`config.mk`:
```
export PLATFORM = sky130hd
export DESIGN_NAME = stack_expression_evaluator
export DESIGN_NICKNAME = d
export VERILOG_FILES = /design/src/hw/rtl/see_pkg.sv /design/src/hw/rtl/see_front.sv /design/src/hw/rtl/see_divider.sv /design/src/hw/rtl/see_back.sv /design/src/hw/rtl/stack_expression_evaluator.sv
export SDC_FILE = /design/constraint.sdc
export NUM_CORES = 2
export LEC_CHECK = 0
export ABC_AREA = 1
export BUFFER_PORTS_ARGS = -buffer_cell sky130_fd_sc_hd__buf_2
export CAP_MARGIN = 10
export CORE_ASPECT_RATIO = 0.5
export CORE_MARGIN = 4
export CORE_UTILIZATION = 50
export DETAILED_ROUTE_END_ITERATION = 8
export HOLD_SLACK_MARGIN = 0.06
export PLACE_DENSITY_LB_ADDON = 0.12
export RECOVER_POWER = 25
export SLEW_MARGIN = 10
export SYNTH_ARGS = -nofsm -noshare
export SYNTH_HDL_FRONTEND = slang
export SYNTH_HIERARCHICAL = 1
export SYNTH_SLANG_ARGS = --single-unit
```
`constraint.sdc`:
```
create_clock -name clk -period 14.55 [get_ports clk]
set_clock_uncertainty 0.05 [all_clocks]
set_input_delay 2.1825 -clock clk [delete_from_list [all_inputs] [get_ports clk]]
set_output_delay 2.1825 -clock clk [all_outputs]
set_load 0.05 [all_outputs]
```
`src/hw/rtl/see_pkg.sv`:
```
package see_pkg;

  localparam int StackDepth = 16;
  localparam int SpW = $clog2(StackDepth);
  localparam int CntW = $clog2(StackDepth + 1);

  localparam logic [1:0] ST_OK    = 2'd0;
  localparam logic [1:0] ST_DIV0  = 2'd1;
  localparam logic [1:0] ST_UNDER = 2'd2;
  localparam logic [1:0] ST_OVER  = 2'd3;

  typedef enum logic [2:0] {
    OP_ADD = 3'd0,
    OP_SUB = 3'd1,
    OP_MUL = 3'd2,
    OP_DIV = 3'd3,
    OP_MOD = 3'd4,
    OP_POW = 3'd5
  } op_t;

  typedef struct packed {
    logic       is_digit;
    logic       is_op;
    op_t        op;
    logic [3:0] digit;
    logic       last;
  } cmd_t;

endpackage

```
`src/hw/rtl/see_front.sv`:
```
module see_front (
  input  logic          clk,
  input  logic          rst_n,
  input  logic          in_push,
  output logic          in_full,
  input  logic [7:0]    in_symbol,
  input  logic          in_last,
  output see_pkg::cmd_t q_cmd,
  output logic          q_valid,
  input  logic          q_pop
);
  import see_pkg::*;

  localparam int QDepth = 4;

  cmd_t       mem_r [QDepth];
  logic [1:0] wp_r, wp_nxt, rp_r, rp_nxt;
  logic [2:0] cnt_r, cnt_nxt;
  cmd_t       cls;
  logic       do_push, do_pop;

  always_comb begin
    cls = '0;
    cls.last = in_last;
    cls.digit = in_symbol[3:0];
    cls.is_digit = (in_symbol >= 8'h30) && (in_symbol <= 8'h39);
    cls.is_op = 1'b1;
    cls.op = OP_ADD;
    case (in_symbol)
      8'h2b: cls.op = OP_ADD;
      8'h2d: cls.op = OP_SUB;
      8'h2a: cls.op = OP_MUL;
      8'h2f: cls.op = OP_DIV;
      8'h25: cls.op = OP_MOD;
      8'h5e: cls.op = OP_POW;
      default: cls.is_op = 1'b0;
    endcase
  end

  assign in_full = (cnt_r == 3'(QDepth));
  assign q_valid = (cnt_r != 3'd0);
  assign q_cmd = mem_r[rp_r];
  assign do_push = in_push && !in_full;
  assign do_pop = q_pop && q_valid;

  always_comb begin
    wp_nxt = do_push ? wp_r + 2'd1 : wp_r;
    rp_nxt = do_pop ? rp_r + 2'd1 : rp_r;
    cnt_nxt = cnt_r + 3'(do_push) - 3'(do_pop);
  end

  always_ff @(posedge clk) begin
    if (!rst_n) begin
      wp_r <= '0;
      rp_r <= '0;
      cnt_r <= '0;
    end else begin
      wp_r <= wp_nxt;
      rp_r <= rp_nxt;
      cnt_r <= cnt_nxt;
    end
    if (do_push) mem_r[wp_r] <= cls;
  end
endmodule

```
`src/hw/rtl/see_divider.sv`:
```
module see_divider (
  input  logic        clk,
  input  logic        rst_n,
  input  logic        start,
  input  logic [31:0] dividend,
  input  logic [31:0] divisor,
  output logic        done,
  output logic [31:0] quot,
  output logic [31:0] rem
);
  logic [31:0] q_r, q_nxt, r_r, r_nxt, d_r;
  logic [5:0]  cnt_r, cnt_nxt;
  logic        busy_r, busy_nxt;
  logic [32:0] trial;

  assign trial = {r_r, q_r[31]} - {1'b0, d_r};
  assign quot = q_r;
  assign rem = r_r;
  assign done = busy_r && (cnt_r == 6'd32);

  always_comb begin
    q_nxt = q_r;
    r_nxt = r_r;
    cnt_nxt = cnt_r;
    busy_nxt = busy_r;
    if (start) begin
      q_nxt = dividend;
      r_nxt = '0;
      cnt_nxt = '0;
      busy_nxt = 1'b1;
    end else if (busy_r) begin
      if (cnt_r == 6'd32) begin
        busy_nxt = 1'b0;
      end else begin
        cnt_nxt = cnt_r + 6'd1;
        if (!trial[32]) begin
          r_nxt = trial[31:0];
          q_nxt = {q_r[30:0], 1'b1};
        end else begin
          r_nxt = {r_r[30:0], q_r[31]};
          q_nxt = {q_r[30:0], 1'b0};
        end
      end
    end
  end

  always_ff @(posedge clk) begin
    if (!rst_n) begin
      busy_r <= 1'b0;
      cnt_r <= '0;
    end else begin
      busy_r <= busy_nxt;
      cnt_r <= cnt_nxt;
    end
    q_r <= q_nxt;
    r_r <= r_nxt;
    if (start) d_r <= divisor;
  end
endmodule

```
`src/hw/rtl/see_back.sv`:
```
module see_back (
  input  logic          clk,
  input  logic          rst_n,
  input  logic          mode,
  input  see_pkg::cmd_t q_cmd,
  input  logic          q_valid,
  output logic          q_pop,
  output logic          out_empty,
  input  logic          out_pop,
  output logic [31:0]   out_value,
  output logic [1:0]    out_status
);
  import see_pkg::*;

  typedef enum logic [7:0] {
    S_IDLE = 8'b00000001,
    S_RD1  = 8'b00000010,
    S_RD2  = 8'b00000100,
    S_EXEC = 8'b00001000,
    S_DIV  = 8'b00010000,
    S_POW  = 8'b00100000,
    S_WB   = 8'b01000000,
    S_EMIT = 8'b10000000
  } state_t;

  state_t      st_r, st_nxt;
  logic [31:0] stk_r [StackDepth];
  logic [31:0] rd_r;
  logic [SpW-1:0] ra;
  logic [CntW-1:0] cnt_r, cnt_nxt;
  logic [1:0]  err_r, err_nxt;
  cmd_t        cmd_r;
  logic [31:0] a_r, a_nxt, b_r, b_nxt, res_r, res_nxt;
  logic [31:0] base_r, base_nxt, ex_r, ex_nxt;
  logic [31:0] mag_a, mag_b, prod, sq;
  logic        div_start, div_done;
  logic [31:0] dq, dr;
  logic        ov_r, ov_nxt;
  logic [31:0] ov_val_r, ov_val_nxt;
  logic [1:0]  ov_st_r, ov_st_nxt;
  logic        wr_en;
  logic [SpW-1:0] wr_a;
  logic [31:0] wr_d;
  logic [1:0]  fin_err;
  logic        wb_ok_r;

  // divider latches its operands on start, while a_r/b_r are still loading
  assign mag_a = a_nxt[31] ? 32'd0 - a_nxt : a_nxt;
  assign mag_b = b_nxt[31] ? 32'd0 - b_nxt : b_nxt;
  assign prod = res_r * base_r;
  assign sq = base_r * base_r;
  assign out_empty = !ov_r;
  assign out_value = ov_val_r;
  assign out_status = ov_st_r;

  see_divider u_div (
    .clk(clk), .rst_n(rst_n), .start(div_start),
    .dividend(mag_a), .divisor(mag_b),
    .done(div_done), .quot(dq), .rem(dr)
  );

  always_comb begin
    ra = SpW'(cnt_r - CntW'(1));
    if (st_r == S_RD1) ra = SpW'(cnt_r - CntW'(2));
  end

  always_comb begin
    st_nxt = st_r;
    cnt_nxt = cnt_r;
    err_nxt = err_r;
    a_nxt = a_r;
    b_nxt = b_r;
    res_nxt = res_r;
    base_nxt = base_r;
    ex_nxt = ex_r;
    ov_nxt = ov_r;
    ov_val_nxt = ov_val_r;
    ov_st_nxt = ov_st_r;
    q_pop = 1'b0;
    div_start = 1'b0;
    wr_en = 1'b0;
    wr_a = SpW'(cnt_r);
    wr_d = {28'd0, cmd_r.digit};
    fin_err = err_r;
    if (ov_r && out_pop) ov_nxt = 1'b0;
    unique case (st_r)
      S_IDLE: begin
        if (q_valid) begin
          q_pop = 1'b1;
          if (q_cmd.is_digit) begin
            if (cnt_r >= CntW'(StackDepth)) begin
              if (err_r == ST_OK) err_nxt = ST_OVER;
              st_nxt = S_WB;
            end else begin
              wr_en = 1'b1;
              wr_d = {28'd0, q_cmd.digit};
              cnt_nxt = cnt_r + CntW'(1);
              st_nxt = S_WB;
            end
          end else if (q_cmd.is_op) begin
            if (cnt_r < CntW'(2)) begin
              if (err_r == ST_OK) err_nxt = ST_UNDER;
              st_nxt = S_WB;
            end else begin
              st_nxt = S_RD1;
            end
          end else begin
            st_nxt = S_WB;
          end
        end
      end
      S_RD1: st_nxt = S_RD2;
      S_RD2: begin
        // rd_r holds the entry below the top
        if (mode) b_nxt = rd_r; else a_nxt = rd_r;
        st_nxt = S_EXEC;
      end
      S_EXEC: begin
        // rd_r holds the top, the first pop
        if (mode) a_nxt = rd_r; else b_nxt = rd_r;
        st_nxt = S_WB;
        cnt_nxt = cnt_r - CntW'(1);
      end
      S_DIV: begin
        if (div_done) begin
          if (cmd_r.op == OP_DIV)
            res_nxt = (a_r[31] != b_r[31]) ? 32'd0 - dq : dq;
          else
            res_nxt = a_r[31] ? 32'd0 - dr : dr;
          st_nxt = S_WB;
        end
      end
      S_POW: begin
        if (ex_r == 32'd0) begin
          st_nxt = S_WB;
        end else begin
          if (ex_r[0]) res_nxt = prod;
          base_nxt = sq;
          ex_nxt = {1'b0, ex_r[31:1]};
        end
      end
      S_WB: begin
        if (cmd_r.last) begin
          if (!ov_r || out_pop) st_nxt = S_EMIT;
        end else begin
          st_nxt = S_IDLE;
        end
      end
      S_EMIT: begin
        if (cnt_r == '0) begin
          fin_err = (err_r == ST_OK) ? ST_UNDER : err_r;
          ov_val_nxt = '0;
        end else begin
          // the operator result lands in the stack at the same edge rd_r is read
          ov_val_nxt = wb_ok_r ? res_r : rd_r;
        end
        ov_st_nxt = fin_err;
        ov_nxt = 1'b1;
        cnt_nxt = '0;
        err_nxt = ST_OK;
        st_nxt = S_IDLE;
      end
      default: st_nxt = S_IDLE;
    endcase

    // operator dispatch in S_EXEC, while the second operand is still being latched
    if (st_r == S_EXEC) begin
      // operands valid next cycle; compute from a_nxt/b_nxt
      unique case (cmd_r.op)
        OP_ADD: res_nxt = a_nxt + b_nxt;
        OP_SUB: res_nxt = a_nxt - b_nxt;
        OP_MUL: begin
          res_nxt = a_nxt;
          base_nxt = b_nxt;
          ex_nxt = 32'd1;
          st_nxt = S_POW;
        end
        OP_DIV, OP_MOD: begin
          if (b_nxt == 32'd0) begin
            res_nxt = '0;
            if (err_r == ST_OK) err_nxt = ST_DIV0;
          end else begin
            div_start = 1'b1;
            st_nxt = S_DIV;
          end
        end
        OP_POW: begin
          if (b_nxt[31]) begin
            if (a_nxt == 32'd1) res_nxt = 32'd1;
            else if (a_nxt == 32'hffffffff) res_nxt = b_nxt[0] ? 32'hffffffff : 32'd1;
            else res_nxt = '0;
          end else begin
            res_nxt = 32'd1;
            base_nxt = a_nxt;
            ex_nxt = b_nxt;
            st_nxt = S_POW;
          end
        end
        default: res_nxt = '0;
      endcase
    end
  end

  always_ff @(posedge clk) begin
    if (!rst_n) begin
      st_r <= S_IDLE;
      cnt_r <= '0;
      err_r <= ST_OK;
      ov_r <= 1'b0;
    end else begin
      st_r <= st_nxt;
      cnt_r <= cnt_nxt;
      err_r <= err_nxt;
      ov_r <= ov_nxt;
    end
    if (q_pop) cmd_r <= q_cmd;
    a_r <= a_nxt;
    b_r <= b_nxt;
    base_r <= base_nxt;
    ex_r <= ex_nxt;
    res_r <= res_nxt;
    ov_val_r <= ov_val_nxt;
    ov_st_r <= ov_st_nxt;
    rd_r <= stk_r[ra];
    if (wr_en) stk_r[wr_a] <= wr_d;
    if (st_r == S_WB && cmd_r.is_op && !cmd_r.is_digit && cnt_r != '0
        && wb_ok_r)
      stk_r[SpW'(cnt_r - CntW'(1))] <= res_r;
  end

  // operator writeback is valid only when an operation really ran
  always_ff @(posedge clk) begin
    if (!rst_n) wb_ok_r <= 1'b0;
    else if (st_r == S_EXEC) wb_ok_r <= 1'b1;
    else if (st_r == S_IDLE) wb_ok_r <= 1'b0;
  end
endmodule

```
`src/hw/rtl/stack_expression_evaluator.sv`:
```
// digits and ignored characters go straight to writeback; + and - compute in S_EXEC; * runs through S_POW,
// / and % use a 32-step shift-subtract divider, ^ uses square-and-multiply
// over the exponent bits; the result is registered into the output slot from S_EMIT after writeback
// throughput: one item at a time in the execution engine, 4-entry input queue
// synchronous active-low reset clears stack count, status, queues and mode
module stack_expression_evaluator (
  input  logic        clk,
  input  logic        rst_n,
  input  logic        push,
  output logic        full,
  input  logic [7:0]  in_symbol,
  input  logic        in_last,
  output logic        empty,
  input  logic        pop,
  output logic [31:0] out_value,
  output logic [1:0]  out_status,
  input  logic        cfg_we,
  input  logic        cfg_notation_mode
);
  import see_pkg::*;

  cmd_t q_cmd;
  logic q_valid, q_pop, mode_r;

  always_ff @(posedge clk) begin
    if (!rst_n) mode_r <= 1'b0;
    else if (cfg_we) mode_r <= cfg_notation_mode;
  end

  see_front u_front (
    .clk(clk), .rst_n(rst_n), .in_push(push), .in_full(full),
    .in_symbol(in_symbol), .in_last(in_last),
    .q_cmd(q_cmd), .q_valid(q_valid), .q_pop(q_pop)
  );

  see_back u_back (
    .clk(clk), .rst_n(rst_n), .mode(mode_r),
    .q_cmd(q_cmd), .q_valid(q_valid), .q_pop(q_pop),
    .out_empty(empty), .out_pop(pop),
    .out_value(out_value), .out_status(out_status)
  );
endmodule
```
; ---- Yosys cells after proc, flatten, opt, wreduce, memory -nomap -nowiden
; Memories as Yosys holds them, arrays and structs flattened. A register that Yosys moved wholly into a read port is not among the register bits.
; Index checks and enable logic that the tools add are counted.
[op_classes]
add_sub_neg = 15
n_mul = 2
magnitude_cmp = 4
n_eq_ne = 28
n_mux = 102
n_bitwise = 2
n_reduce_logical = 31
[ops]
columns = operator, n
row1 = 32-bit 2-to-1 mux, 34
row2 = 32-bit case mux with 2 select lines, 5
row3 = 32-bit case mux with 5 select lines, 1
row4 = "1-bit by 32-bit subtractor with 32-bit output, first input constant", 4
row5 = 8-bit 2-to-1 mux, 9
row6 = 32-bit logical NOT, 2
row7 = 32-bit by 32-bit multiplier with 32-bit output, 2
row8 = 8-bit case mux with 7 select lines, 1
row9 = "8-bit by 6-bit == test with 1-bit output, second input constant", 6
row10 = 33-bit by 32-bit subtractor with 33-bit output, 1
row11 = 32-bit adder, 1
row12 = "32-bit by 1-bit == test with 1-bit output, second input constant", 1
row13 = "32-bit == test, second input constant", 1
row14 = 32-bit OR reduction, 1
row15 = 32-bit subtractor, 1
row16 = 31-bit 2-to-1 mux, 1
row17 = 2-bit 2-to-1 mux, 14
row18 = 1-bit 2-to-1 mux, 25
row19 = 8-bit case mux with 3 select lines, 1
row20 = "8-bit by 7-bit == test with 1-bit output, second input constant", 2
row21 = 5-bit 2-to-1 mux, 3
row22 = 3-bit case mux with 5 select lines, 1
row23 = 5-bit case mux with 3 select lines, 1
row24 = 7-bit 2-to-1 mux, 2
row25 = 40 further kinds, 64
[word_totals]
regBits = 332
ramBits = 552
input_bits = 15
out_inout_bits = 36
wordCells = 213
n_memories = 2
[mem_list]
columns = name, words, width, read_ports, rd_clocked_by_memory_dff, write_ports, line_no
row1 = u_back.stk_r, 16, 32, 1, 1, 1, see_back.sv:27  ; logic [31:0] stk_r [StackDepth];
row2 = u_front.mem_r, 4, 10, 1, 1, 1, see_front.sv:16  ; cmd_t mem_r [QDepth];

; ---- Depth between registers and ports, before layout
[logic_depth]
ltp_word = 11
ltp_mapped = 38

; ---- Cells and area by module
; The synthesis kept the hierarchy.
[modules_own_cells]
columns = mod, n_inst, cells_each, area_each_um2, seq_area_each_um2
row1 = see_back, 1, 8281, 69422.8, 20890.0
row2 = see_divider, 1, 1048, 6954.2, 2702.6
row3 = see_front, 1, 202, 2127.0, 1381.3
row4 = stack_expression_evaluator, 1, 6, 41.3, 20.0

; ---- Least setup slack after synthesis
; OpenSTA, ideal clock, no wires.
[synth_timing]
kind = register -> register
startpoint = register u_back.base_r[2]
endpoint = register u_back.base_r[29]
setup_time_ns = 0.120
arrival_time_ns = 6.955
required_time_ns = 14.380
slack_ns = 7.425
stages_incl_launch_ff = 32
n_path_buf = 3
period_less_slack_ns = 7.125
cell_sequence = dfxtp_1 -> clkbuf_1 -> clkbuf_1 -> buf_1 -> nand2_1 -> inv_1 -> fa_1 -> fa_1 -> inv_1 -> fa_1 -> inv_1 -> fa_1 -> fa_1 -> inv_1 -> fa_1 -> inv_1 -> fa_1 -> inv_1 -> fa_1 -> inv_1 -> ha_1 -> nand2_1 -> nor4_1 -> o21ai_0 -> nand3_1 -> nand3_1 -> nand2_1 -> a31oi_1 -> xor2_1 -> nand2_1 -> nand3_1 -> nand3_1
[synth_via]
elab_chain_len = 6
[synth_lines]
columns = element, line_no
row1 = from (decl), see_back.sv:34  ; logic [31:0] base_r, base_nxt, ex_r, ex_nxt;
row2 = from (signal assigned), see_back.sv:219  ; base_r <= base_nxt;
row3 = 32-bit by 32-bit multiplier with 32-bit output (*), see_back.sv:51  ; assign sq = base_r * base_r;
row4 = 32-bit 2-to-1 mux (*), see_back.sv:134  ; if (ex_r == 32'd0) begin
row5 = 32-bit 2-to-1 mux (*), see_back.sv:86  ; unique case (st_r)
row6 = 32-bit 2-to-1 mux, see_back.sv:188  ; if (b_nxt[31]) begin
row7 = 32-bit case mux with 2 select lines, see_back.sv:169  ; unique case (cmd_r.op)
row8 = 32-bit 2-to-1 mux (*), see_back.sv:167  ; if (st_r == S_EXEC) begin
row9 = via u_back.base_nxt[29], see_back.sv:34
; Mark *: on every way through the listed nets, which the timed path passes. The rest lies on a longest branch.
; A chain may end at the register's enable or synchronous reset.

; ---- Final worst setup path
[layout_timing]
startpoint = register u_back.st_r[5]
endpoint = register u_back.res_r[31]
[layout_via]
elab_chain_len = 8
[layout_lines]
columns = element, line_no
row1 = from (decl), see_back.sv:26  ; state_t st_r, st_nxt;
row2 = from (signal assigned), see_back.sv:211  ; st_r <= st_nxt;
row3 = "parallel branches: the longest is 7 deep, another holds 32-bit subtractor", -
row4 = 32-bit 2-to-1 mux (*), see_back.sv:167
row5 = via u_back.res_nxt[31], see_back.sv:33  ; logic [31:0] a_r, a_nxt, b_r, b_nxt, res_r, res_nxt;
row6 = to (signal assigned), see_back.sv:221  ; res_r <= res_nxt;
row7 = to (decl), see_back.sv:33
; Mark *: on every way through the listed nets, which the timed path passes.

==> metrics.md <==
| Metric | Value |
|---|---|
| Kind of critical path | flip-flop to flip-flop |
| Total nets after synthesis | 10,663 |
| Die Footprint | 164,000 um^2 |
| Inst Count DP | 11,347 |
| Number of nets with antenna violations after detailed routing | 0 |
| Quantity of hold-fixing buffers added after cts | 0 |
| CTS root buf | clkbuf_16 |
| Number of warnings printed during yosys synthesis | 6 |
| Yosys top cell by area | edfxtp_1 |
| Slowest library cell on the worst path | clkbuf_1 |
| Share of the cycle needed by the critical path after routing | 77.0% |
| I/O pin cnt | 51 |
| Max Cap Violations | 14 |
| Number of buffers on the longest clock path | 3 |
| Max-slew headroom | -124% |
| Number of buffer cells added on primary ports | 50 |
| CTS clock-pin slew for the worst setup and hold paths | 70 ps |
| Unrepaired setup endpoints after global routing | no |
| Initial Util | 50.5% |
| Pin count of the biggest net entering global routing | 130 |
| Register-to-register path setup slack | 3340 ps |
| Top Family by Delay on Critical Path | buffers and inverters |
| R2r worst-path depth | 30 |
| Max Transition Viols Final | 340 |
| Power density normalized to cell area | 126 nW/um^2 |
| Worst EP arrival | 11,770 ps |
| Final std cells w/o fill | 11,520 |
| EDFF count, synth | 661 |
| Number of fillers in the final layout | 14,622 |
| First-pass GRT wire length | 400,000 um |
| Peak clock frequency supported by timing | 0.0892 GHz |
| Critical path peak fanout | 70 |
| Number of placement rows | 102 |
| Width of the chip | 569 um |
| Flip-flop cell with the highest count after synthesis | edfxtp_1 |
| Worst path bufs/invs | 4 |
| Maximum vdd ir drop | 0.199 mV |
| Req. time, crit path | 15,120 ps |
| Kind of end point of the critical path | flip-flop |
| Synthesis-to-layout area growth | 6.40% |
| Number of setup buffers added after CTS | 0 |
| Cell mode on critical path | nand2_1 |
| Count of endpoints failing setup in the final report | 0 |
| CTS-repair resized insts | 0 |
| Via-to-Cell Ratio | 5.66 |
| TritonCTS clock tree | yes |
| Part of the Yosys area used for sequential elements | 31.8% |
| Leak Pwr | 40.8 nW |
| Transition at the pin with the smallest max-transition slack | 3360 ps |
| DRC viols | 0 |
| Final layout net count | 10,485 |
| Top post-synthesis cells by area | edfxtp_1, fa_1, nand2_1, inv_1, dfxtp_1 |
| Total core area | 155,000 um^2 |
| Post-detailed-route wirelength per cell | 23.4 um |
| Total wire length | 270,000 um |
| Flop and latch count out of synthesis | 918 |
| Total negative setup slack | 0 ps |
| Number of logic stages on the critical path including buffering | 30 |
| Most used cells in the layout excluding fill and tap cells | nand2_1, inv_1, fa_1 |
| Vias in the first global route | 62,083 |
| Beginning of the worst register-to-register path | u_back/st_r[5] |
| Crit path launch | u_back/st_r[5] |
| Post-Synthesis Mean Instance Area | 8.24 um^2 |
| Vias after detailed routing | 65,185 |
| Hold-critical path depth | 2 |
| Post-layout min period | 11,210 ps |
| Number of distinct library cell variants in the gate-level netlist after synthesis | 68 |
| First DRT Iteration DRCs | 7,892 |
| Share of synthesized registers carrying an async set or reset | 0% |
| Netlist area before placement | 78,500 um^2 |
| Yosys top cell area share | 25.3% |
| Run status | complete, but fails checks |
| Post-Synthesis Cells | 9,537 |
| Latest clock arrival within the worst-skew pair | 740 ps |
| Routability-driven placement congestion ratio | 1.03 |
| Start point of the worst hold path | u_back/ex_r[31] |
| Vertical extent of the die | 288 um |
| Violations in the final reports | capacitance limit, slew limit |
| Share of final-layout standard cells stronger than drive strength 1 | 5.21% |
| Initial antenna violation count | 20 |
| Startpoint class of the critical path | flip-flop |
| TritonCTS sink count | 918 |
| Global-route total usage across every layer | 32.6% |
| H-Tree Depth | 3 |
| Clock buffers created by TritonCTS | 90 |
| Most common library cell in the layout ignoring fill and taps | nand2_1 |
| Dpl hpwl | 194,000 um |
| Delay of the slowest critical-path stage | 2480 ps |
| Length of the first detailed-routing pass in iterations | 7 |
| Class of the worst hold path | flip-flop to flip-flop |
| Number of hold violations in the final report | 0 |
| Total grt overflow | 0 |
==> worst paths after layout <==
kind                 endpoint
max          u_back/res_r[31]
min           u_back/ex_r[31]
max reg2reg  u_back/res_r[31]
min reg2reg   u_back/ex_r[31]
==> synthesized netlist by cell type (all sizes together), types with 7 or more instances <==
master and instances:
nor2 705, nand4 47, o221ai 99, clkbuf 315
a21oi 203, buf 129, dfxtp 257, fa 778
a21o 12, and2 7, nand3 290, or2 36
xnor2 79, o211ai 199, a211oi 10, ha 333
inv 2022, o22ai 101, nor3 67, a31oi 17
o21ai 756, nand2 2186, nand3b 10, xor2 113
nor4 28, edfxtp 661, o31ai 7, o32ai 23
o21bai 13
==> layout make-up <==
type	count	area [um^2]	share of cell area (%)
repair buffers	174	1160	1.39
flip-flops and latches	918	25000	29.9
clock buffers	122	2480	2.97
diodes	5	12.5	0.0150
clock inverters	46	576	0.689
multi-input cells	6152	44100	52.8
inverters	2023	7600	9.10
well taps	2080	2600	3.11
==> state kept, by name (all words and copies together) (netlist names), 3 cells and up, named ones only <==
name / count
u_back/stk_r: 512
u_front/mem_r: 40
u_back/a_r: 32
u_back/b_r: 32
u_back/base_r: 32
u_back/ex_r: 32
u_back/out_value: 32
u_back/rd_r: 32
u_back/res_r: 32
u_back/u_div/d_r: 32
u_back/u_div/quot: 32
u_back/u_div/rem: 32
u_back/cmd_r: 10
u_back/st_r: 8
u_back/u_div/cnt_r: 6
u_back/cnt_r: 5
u_front/cnt_r: 3
==> kinds of logic (layout without fill, tap and decap cells) <==
logic type / after synthesis / count (layout) / synth area share [%]
AOI/OAI and AO/OA: 1465 / 1465 / 11.2
xor gates and xnor gates: 192 / 192 / 2.15
adders and majority gates: 1111 / 1111 / 25.1
buffers and inverters: 2467 / 2365 / 12.1
DFF: 918 / 918 / 31.8
muxes: 2 / 2 / 0.0255
other: 0 / 5 / 0
and+or+nand+nor: 3382 / 3382 / 17.5
==> worst register-to-register path, delay by kind of cell, from the launching register on <==
family	cells	cell delay (ps)
fa+ha+maj	1	420
xor+xnor	2	410
buf+inv	4	4890
simple gates	17	2620
flops	1	340
compound gates	6	2340
==> power breakdown <==
group          switching (mW)  internal (mW)  total (mW)  leakage (nW)
Combinational            3.59           1.29        4.88          31.5
Clock                    1.10           1.37        2.47          1.48
Sequential              0.106           3.06        3.17          7.83
Total                    4.80           5.72        10.5          40.8
==> stage by stage <==
stage / worst slack (ps) / hold slack [ps] / power [mW] / util [%] / instance area [um^2]
floorplan: 7430 / 387 / 6.23 / - / 78500
global placement: 6690 / 398 / 7.95 / 51.9 / 80600
detailed placement: 6550 / 403 / 7.95 / 51.9 / 80600
CTS: 6490 / 413 / 10.4 / 53.8 / 83700
global route: 3040 / 445 / 11.1 / 53.8 / 83600
finish: 3340 / 421 / 10.5 / 53.8 / 83600
==> metal layers <==
layer  routed length, um  vias to the layer above  track usage [%]
met3               29200                      528             7.25
met1              115000                    31694             46.7
li1                    -                    29642                -
met2              113000                     3311             48.2
met4               12200                       10             12.9
met5                  66                        -           0.0574
(Power assumes the default switching activity.)
